$ cat src/hw/rtl/mtps_pkg.sv
package mtps_pkg;

  localparam int unsigned ValueW = 32;

  typedef logic signed [ValueW-1:0] mtps_value_t;

  typedef enum logic [1:0] {
    ST_IDLE,
    ST_SCAN,
    ST_FLUSH
  } mtps_state_e;

  // Shift command broadcast to every stack cell.
  typedef struct packed {
    logic push;
    logic pop;
  } mtps_shift_t;

endpackage

$ cat src/hw/rtl/mtps_if.sv
interface mtps_in_if;
  import mtps_pkg::*;

  logic        valid;
  logic        ready;
  mtps_value_t sample_value;
  logic        ends_sequence;

  modport source (output valid, output sample_value, output ends_sequence, input ready);
  modport sink   (input valid, input sample_value, input ends_sequence, output ready);
endinterface

interface mtps_out_if;
  import mtps_pkg::*;

  logic        valid;
  logic        ready;
  mtps_value_t node_value;
  logic        final_node;
  logic        overflowed;

  modport source (output valid, output node_value, output final_node, output overflowed,
                  input ready);
  modport sink   (input valid, input node_value, input final_node, input overflowed,
                  output ready);
endinterface

$ cat src/hw/rtl/max_tree_postorder_stream_core.sv
// Channel   Direction  Payload                                   Handshake
// in_i      sink       sample_value[31:0], ends_sequence         valid / ready
// out_o     source     node_value[31:0], final_node, overflowed  valid / ready
//
// For each item the sequencer takes the transaction, pops every top entry that is smaller
// than the value, then pushes the value, or drops it when the stack is full. The item that
// ends a sequence then flushes the stack. Only one entry can leave the stack per cycle,
// through the top cell, and none while the output is stalled.
// Reset empties the stack and clears the overflow flag and the output valid.
// A stalled output holds the sequencer; input is taken only while the sequencer is idle.
module max_tree_postorder_stream_core #(
  parameter int unsigned STACK_DEPTH = 32
) (
  input  logic     clk_i,
  input  logic     rst_ni,
  mtps_in_if.sink  in_i,
  mtps_out_if.source out_o
);
  import mtps_pkg::*;

  // The stack is a row of cells with the top at cell 0. Each cell only talks to its
  // two neighbors, so a push or a pop is one shift of the whole row.
  mtps_value_t cell_value [STACK_DEPTH];
  logic        cell_valid [STACK_DEPTH];
  mtps_shift_t shift;

  // Sequencer state and the item under work.
  mtps_state_e state_q, state_d;
  mtps_value_t item_value_q;
  logic        item_last_q;
  logic        ovf_q, ovf_d;

  // Output register.
  logic        out_valid_q;
  mtps_value_t out_value_q;
  logic        out_final_q;
  logic        out_ovf_q;

  logic        in_take;
  logic        can_emit;
  logic        top_less;
  logic        stack_full;
  logic        last_entry;
  logic        emit;
  logic        emit_final;

  genvar gi;
  generate
    for (gi = 0; gi < STACK_DEPTH; gi++) begin : g_cell
      mtps_value_t up_value, down_value;
      logic        up_valid, down_valid;

      if (gi == 0) begin : g_top
        assign up_value = item_value_q;
        assign up_valid = 1'b1;
      end else begin : g_inner_up
        assign up_value = cell_value[gi-1];
        assign up_valid = cell_valid[gi-1];
      end

      if (gi == STACK_DEPTH - 1) begin : g_bottom
        assign down_value = '0;
        assign down_valid = 1'b0;
      end else begin : g_inner_down
        assign down_value = cell_value[gi+1];
        assign down_valid = cell_valid[gi+1];
      end

      mtps_cell u_cell (
        .clk_i        (clk_i),
        .rst_ni       (rst_ni),
        .shift_i      (shift),
        .up_value_i   (up_value),
        .up_valid_i   (up_valid),
        .down_value_i (down_value),
        .down_valid_i (down_valid),
        .value_o      (cell_value[gi]),
        .valid_o      (cell_valid[gi])
      );
    end
  endgenerate

  assign in_take    = in_i.valid && in_i.ready;
  assign can_emit   = !out_valid_q || out_o.ready;
  // Equal values stay on the stack: only a strictly smaller top is popped.
  assign top_less   = cell_valid[0] && (cell_value[0] < item_value_q);
  assign stack_full = cell_valid[STACK_DEPTH-1];
  // During the flush the entry in cell 0 is the last one when cell 1 is empty.
  assign last_entry = !cell_valid[1];

  // Next-state logic.
  always_comb begin
    state_d = state_q;
    case (state_q)
      ST_IDLE: begin
        if (in_take) begin
          state_d = ST_SCAN;
        end
      end
      ST_SCAN: begin
        if (!top_less) begin
          state_d = item_last_q ? ST_FLUSH : ST_IDLE;
        end
      end
      ST_FLUSH: begin
        if (can_emit && last_entry) begin
          state_d = ST_IDLE;
        end
      end
      default: begin
        state_d = ST_IDLE;
      end
    endcase
  end

  // Output logic: stack shifts, result emission and the overflow flag.
  always_comb begin
    shift      = '0;
    emit       = 1'b0;
    emit_final = 1'b0;
    ovf_d      = ovf_q;
    case (state_q)
      ST_IDLE: begin
      end
      ST_SCAN: begin
        if (top_less) begin
          if (can_emit) begin
            shift.pop = 1'b1;
            emit      = 1'b1;
          end
        end else if (stack_full) begin
          // The arriving value is dropped; the flag sticks until the sequence ends.
          ovf_d = 1'b1;
        end else begin
          shift.push = 1'b1;
        end
      end
      ST_FLUSH: begin
        if (can_emit) begin
          shift.pop  = 1'b1;
          emit       = 1'b1;
          emit_final = last_entry;
          if (last_entry) begin
            ovf_d = 1'b0;
          end
        end
      end
      default: begin
      end
    endcase
  end

  always_ff @(posedge clk_i or negedge rst_ni) begin
    if (!rst_ni) begin
      state_q     <= ST_IDLE;
      ovf_q       <= 1'b0;
      out_valid_q <= 1'b0;
    end else begin
      state_q <= state_d;
      ovf_q   <= ovf_d;
      if (emit) begin
        out_valid_q <= 1'b1;
      end else if (out_o.ready) begin
        out_valid_q <= 1'b0;
      end
    end
  end

  always_ff @(posedge clk_i) begin
    if (in_take) begin
      item_value_q <= in_i.sample_value;
      item_last_q  <= in_i.ends_sequence;
    end
    if (emit) begin
      out_value_q <= cell_value[0];
      out_final_q <= emit_final;
      // The flag as it stands before this cycle's update; a pop never coincides with
      // a failed push, and the flush clears the flag only after its last result.
      out_ovf_q   <= ovf_q;
    end
  end

  assign in_i.ready       = (state_q == ST_IDLE);
  assign out_o.valid      = out_valid_q;
  assign out_o.node_value = out_value_q;
  assign out_o.final_node = out_final_q;
  assign out_o.overflowed = out_ovf_q;

endmodule

$ cat src/hw/rtl/mtps_cell.sv
module mtps_cell (
  input  logic                  clk_i,
  input  logic                  rst_ni,
  input  mtps_pkg::mtps_shift_t shift_i,
  input  mtps_pkg::mtps_value_t up_value_i,
  input  logic                  up_valid_i,
  input  mtps_pkg::mtps_value_t down_value_i,
  input  logic                  down_valid_i,
  output mtps_pkg::mtps_value_t value_o,
  output logic                  valid_o
);
  import mtps_pkg::*;

  mtps_value_t value_q, value_d;
  logic        valid_q, valid_d;

  // A push moves entries away from the top, a pop moves them toward it.
  always_comb begin
    value_d = value_q;
    valid_d = valid_q;
    if (shift_i.push) begin
      value_d = up_value_i;
      valid_d = up_valid_i;
    end else if (shift_i.pop) begin
      value_d = down_value_i;
      valid_d = down_valid_i;
    end
  end

  always_ff @(posedge clk_i or negedge rst_ni) begin
    if (!rst_ni) begin
      valid_q <= 1'b0;
    end else begin
      valid_q <= valid_d;
    end
  end

  always_ff @(posedge clk_i) begin
    value_q <= value_d;
  end

  assign value_o = value_q;
  assign valid_o = valid_q;

endmodule

$ cat src/flat_wrapper.sv
// flat-port wrapper written by rule: the top's interface ports become plain ports
module max_tree_postorder_stream_core_flat import mtps_pkg::*;
#(
  parameter int unsigned STACK_DEPTH = 32
)
  (clk_i, rst_ni, in_i_valid, in_i_sample_value, in_i_ends_sequence, in_i_ready, out_o_valid, out_o_node_value, out_o_final_node, out_o_overflowed, out_o_ready);
  mtps_in_if in_i_i ();
  mtps_out_if out_o_i ();
  input  logic clk_i;
  input  logic rst_ni;
  input wire logic [$bits(in_i_i.valid)-1:0] in_i_valid;
  input wire logic [$bits(in_i_i.sample_value)-1:0] in_i_sample_value;
  input wire logic [$bits(in_i_i.ends_sequence)-1:0] in_i_ends_sequence;
  output wire logic [$bits(in_i_i.ready)-1:0] in_i_ready;
  output wire logic [$bits(out_o_i.valid)-1:0] out_o_valid;
  output wire logic [$bits(out_o_i.node_value)-1:0] out_o_node_value;
  output wire logic [$bits(out_o_i.final_node)-1:0] out_o_final_node;
  output wire logic [$bits(out_o_i.overflowed)-1:0] out_o_overflowed;
  input wire logic [$bits(out_o_i.ready)-1:0] out_o_ready;
  assign in_i_i.valid = in_i_valid;
  assign in_i_i.sample_value = in_i_sample_value;
  assign in_i_i.ends_sequence = in_i_ends_sequence;
  assign in_i_ready = in_i_i.ready;
  assign out_o_valid = out_o_i.valid;
  assign out_o_node_value = out_o_i.node_value;
  assign out_o_final_node = out_o_i.final_node;
  assign out_o_overflowed = out_o_i.overflowed;
  assign out_o_i.ready = out_o_ready;
  max_tree_postorder_stream_core #(.STACK_DEPTH(STACK_DEPTH)) u_core (.clk_i(clk_i), .rst_ni(rst_ni), .in_i(in_i_i), .out_o(out_o_i));
endmodule
$ cat config.mk
export PLATFORM = sky130hd
export DESIGN_NAME = max_tree_postorder_stream_core_flat
export DESIGN_NICKNAME = d
export VERILOG_FILES = /design/src/hw/rtl/mtps_pkg.sv /design/src/hw/rtl/mtps_if.sv /design/src/hw/rtl/max_tree_postorder_stream_core.sv /design/src/hw/rtl/mtps_cell.sv /design/src/flat_wrapper.sv
export SDC_FILE = /design/constraint.sdc
export NUM_CORES = 1
export LEC_CHECK = 0
export BUFFER_PORTS_ARGS = -buffer_cell sky130_fd_sc_hd__buf_2
export CORE_MARGIN = 2
export CORE_UTILIZATION = 55
export DETAILED_ROUTE_END_ITERATION = 7
export GPL_TIMING_DRIVEN = 0
export PLACE_DENSITY = 0.68
export SETUP_SLACK_MARGIN = 0.2
export SKIP_CTS_REPAIR_TIMING = 1
export SLEW_MARGIN = 20
export SYNTH_ARGS = -nofsm -noshare
export SYNTH_HDL_FRONTEND = slang
export SYNTH_HIERARCHICAL = 1
export SYNTH_SLANG_ARGS = --single-unit
$ cat constraint.sdc
create_clock -name clk_i -period 10 [get_ports clk_i]
set_clock_uncertainty 0.15 [all_clocks]
set_input_delay 1 -clock clk_i [delete_from_list [all_inputs] [get_ports clk_i]]
set_output_delay 1 -clock clk_i [all_outputs]
set_load 0.02 [all_outputs]
==> impl_metrics.tcl <==
set metrics [dict create \
    numCtsBuffers 114 \
    whs_ps 278.0 \
    finalWeightedCongestion 0.7732 \
    hp-class "input port to asynchronous set/reset pin" \
    status "finished clean" \
    ys_ff_latch 1127 \
    synthTopCellsByArea "edfxtp_1 (63%), mux2_4 (25%), mux2_2 (3.4%)" \
    areaGrowthSynthToFinish_pct 11.16 \
    io_buffers 72 \
    worstPathRequired_ps 10130 \
    drt_iter0_markers 1379 \
    start_kind "flop" \
    cp_common_cell "buf_16" \
    antenna_left 0 \
    rsz0062_at_grt "no" \
    final_common_cell "edfxtp_1" \
    critPathMaxStageDelay_ps 850 \
    critical_path.max_fanout 32 \
    nets 2850 \
    die_area_sq_mm 0.09771 \
    regToRegEndpoint "u_core/g_cell[30].u_cell/value_o[16]$_DFFE_PP_" \
    wire_per_inst_microns 20.45 \
    core_sq_mm 0.09473 \
    cap_violations 0 \
    cts_tree "yes" \
    hpwl_mm 62.31 \
    period_minus_slack_ps 4856 \
    reg2reg_from "u_core/g_cell[0].u_cell/value_o[6]$_DFFE_PP_" \
    chipWidth_microns 312.6 \
    insertion_delay_ps 670 \
    crit_buf_inv 4 \
    max_freq_ghz 0.2059 \
    grt_max_degree 37 \
    globalRoute.totalOverflow 0 \
    finalSetupViolCount 0 \
    track_usage_pct 17.20 \
    clk_path_buf_depth 3 \
    fillers 6741 \
    fp-row-count 113 \
    multi_input_area_sq_mm 0.01660 \
    num_antenna_cells 0 \
    synth_seq_area_share_pct 64.28 \
    crit_chain "ha_1 > nand4_1 > o311a_1 > o41ai_2 > a211oi_1 > a21oi_4 > buf_16 > buf_16 > buf_6 > buf_8 > or2_2" \
    cts_root_buffer "clkbuf_16" \
    synth_cell_types 39 \
    drv_slew 0 \
    clock_sinks 1127 \
    synth_cells 2552 \
    drc 0 \
    place_area_sq_mm 0.05462 \
    worstMarginPinSlew_ps 961.7 \
    start_util_pct 55.29 \
    synth_area_sq_mm 0.05237 \
    die_y_microns 312.6 \
    reg2reg_slack_ps 5140 \
    cpMaxStageDelayCell "o41ai_2" \
    cts.htree.levels 3 \
    r2r_cells 11 \
    relSlewSlack_pct 35.19 \
    synth_top_area_share_pct 62.56 \
    endpoint_kind "flop" \
    register_area_sq_mm 0.03366 \
    antenna_found_initial 0 \
    ys_warn_count 6 \
    grt_pass1_vias 23110 \
    cp.arrival_ps 4980 \
    drive_above_1_share_pct 49.83 \
    fin_area_sq_mm 0.05821 \
    crit_type "flop to flop" \
    num_io_pins 73 \
    crit_family "compound AO/OA/AOI/OAI gates" \
    syn_area_per_cell_sq_um 20.52 \
    period_share_pct 48.56 \
    drtPass1Iterations 7 \
    routed_wl_mm 84.66 \
    vias 21740 \
    path_clk_slew_ps 60 \
    yosysTopAreaCell "edfxtp_1" \
    hold_viol 0 \
    final_cell_mix "edfxtp_1 (1091), mux2_4 (864), mux2_2 (160)" \
    via_per_inst 5.253 \
    grt_pass1_wl_mm 132.8 \
]
==> logic make-up after synthesis <==
group | share of synthesized area (%)
simple gates | 0.9366
flops | 64.28
fa+ha+maj | 0.8123
other cells | 0.01434
mux | 28.84
buf+inv | 4.303
compound gates | 0.8171
==> per-stage QoR <==
stage / setup slack [ps] / setup TNS [ps] / utilization (%) / instances
CTS: 5108 / 0 / 61.45 / 4139
detailed placement: 5159 / 0 / 57.66 / 3928
global placement: -441.7 / -347940 / 57.46 / 3921
floorplan: 2650 / 0 / - / 2584
finish: 5144 / 0 / 61.45 / 4139
global route: 4991 / 0 / 61.45 / 4139
==> flip-flops by register name, summed over array words and instances (netlist names) <==
| signal | flops |
|---|---|
| u_core/g_cell.u_cell/valid_o | 32 |
| u_core/g_cell.u_cell/value_o | 1024 |
| u_core/g_cell.up_value | 32 |
| u_core/item_last_q | 1 |
| u_core/out_o.final_node | 1 |
| u_core/out_o.node_value | 32 |
| u_core/out_o.overflowed | 1 |
| u_core/out_o.valid | 1 |
| u_core/ovf_q | 1 |
| u_core/state_q | 2 |
==> worst reg2reg max path, cell delays in order, from the launching register on <==
cell      delay, ps
edfxtp_1        460
ha_1            330
nand4_1          90
o311a_1         410
o41ai_2         850
a211oi_1        400
a21oi_4         300
buf_16          190
buf_16          200
buf_6           210
buf_8           170
or2_2           670
==> layer usage <==
metal	share of wire (%)	track usage, %	up-vias	routed length [microns]
met1	46	23.17	10940	38650
met5	0	0	-	0
li1	-	-	10370	-
met3	3.1	2.668	128	2648
met2	49	29.00	308	41340
met4	2.4	5.089	0	2018
==> cells in the mapped netlist <==
| library cell | number |
|---|---|
| edfxtp_1 | 1091 |
| mux2_4 | 864 |
| mux2_2 | 160 |
| buf_12 | 64 |
| nand2_1 | 45 |
| o21ai_0 | 39 |
| dfrtp_1 | 36 |
| inv_1 | 35 |
| ha_1 | 34 |
| mux2i_1 | 33 |
| buf_6 | 32 |
| buf_8 | 32 |
| or2_2 | 32 |
| a21oi_1 | 13 |
| nand4_1 | 6 |
| nor2_1 | 5 |
| nand2b_1 | 3 |
| a21o_1 | 2 |
| conb_1 | 2 |
| nand3_1 | 2 |
| nor3_1 | 2 |
| o21a_1 | 2 |
| o21ai_1 | 2 |
| a2111oi_4 | 1 |
| a211o_1 | 1 |
| a211oi_1 | 1 |
| a21oi_2 | 1 |
| a221o_1 | 1 |
| a31oi_1 | 1 |
| and2_1 | 1 |
| nor2b_1 | 1 |
| nor3b_1 | 1 |
| nor4_1 | 1 |
| o211ai_1 | 1 |
| o22a_1 | 1 |
| o2bb2ai_1 | 1 |
| o311a_1 | 1 |
| o31ai_1 | 1 |
| o41ai_2 | 1 |
==> final cells by class <==
class	instances	share of cell area, %
inverters	35	0.2257
well taps	1265	2.719
multi-input cells	1294	28.51
plain buffers	128	3.645
repair buffers	79	0.9113
clock buffers	147	5.292
flip-flops and latches	1127	57.82
clock inverters	64	0.8748
==> worst max path at each step <==
| stage | end | depth (start not counted) | startpoint |
|---|---|---|---|
| 2_1_floorplan | u_core/g_cell[0].u_cell/value_o[0]$_DFFE_PP_ | 9 | u_core/g_cell[0].u_cell/value_o[30]$_DFFE_PP_ |
| 3_3_place_gp | u_core/g_cell[1].u_cell/value_o[3]$_DFFE_PP_ | 10 | u_core/g_cell[0].up_value[2]$_DFFE_PP_ |
| 3_5_place_dp | u_core/g_cell[30].u_cell/value_o[5]$_DFFE_PP_ | 13 | u_core/g_cell[0].up_value[2]$_DFFE_PP_ |
| 4_1_cts | u_core/g_cell[30].u_cell/value_o[18]$_DFFE_PP_ | 13 | u_core/g_cell[0].up_value[2]$_DFFE_PP_ |
| 5_1_grt | u_core/g_cell[1].u_cell/value_o[3]$_DFFE_PP_ | 12 | u_core/g_cell[0].up_value[2]$_DFFE_PP_ |
| 6_report | u_core/g_cell[30].u_cell/value_o[16]$_DFFE_PP_ | 11 | u_core/g_cell[0].u_cell/value_o[6]$_DFFE_PP_ |
Power is left out: the tool's default activity adds up to more than one toggle a clock period on the data nets, which glitch-free logic cannot reach.
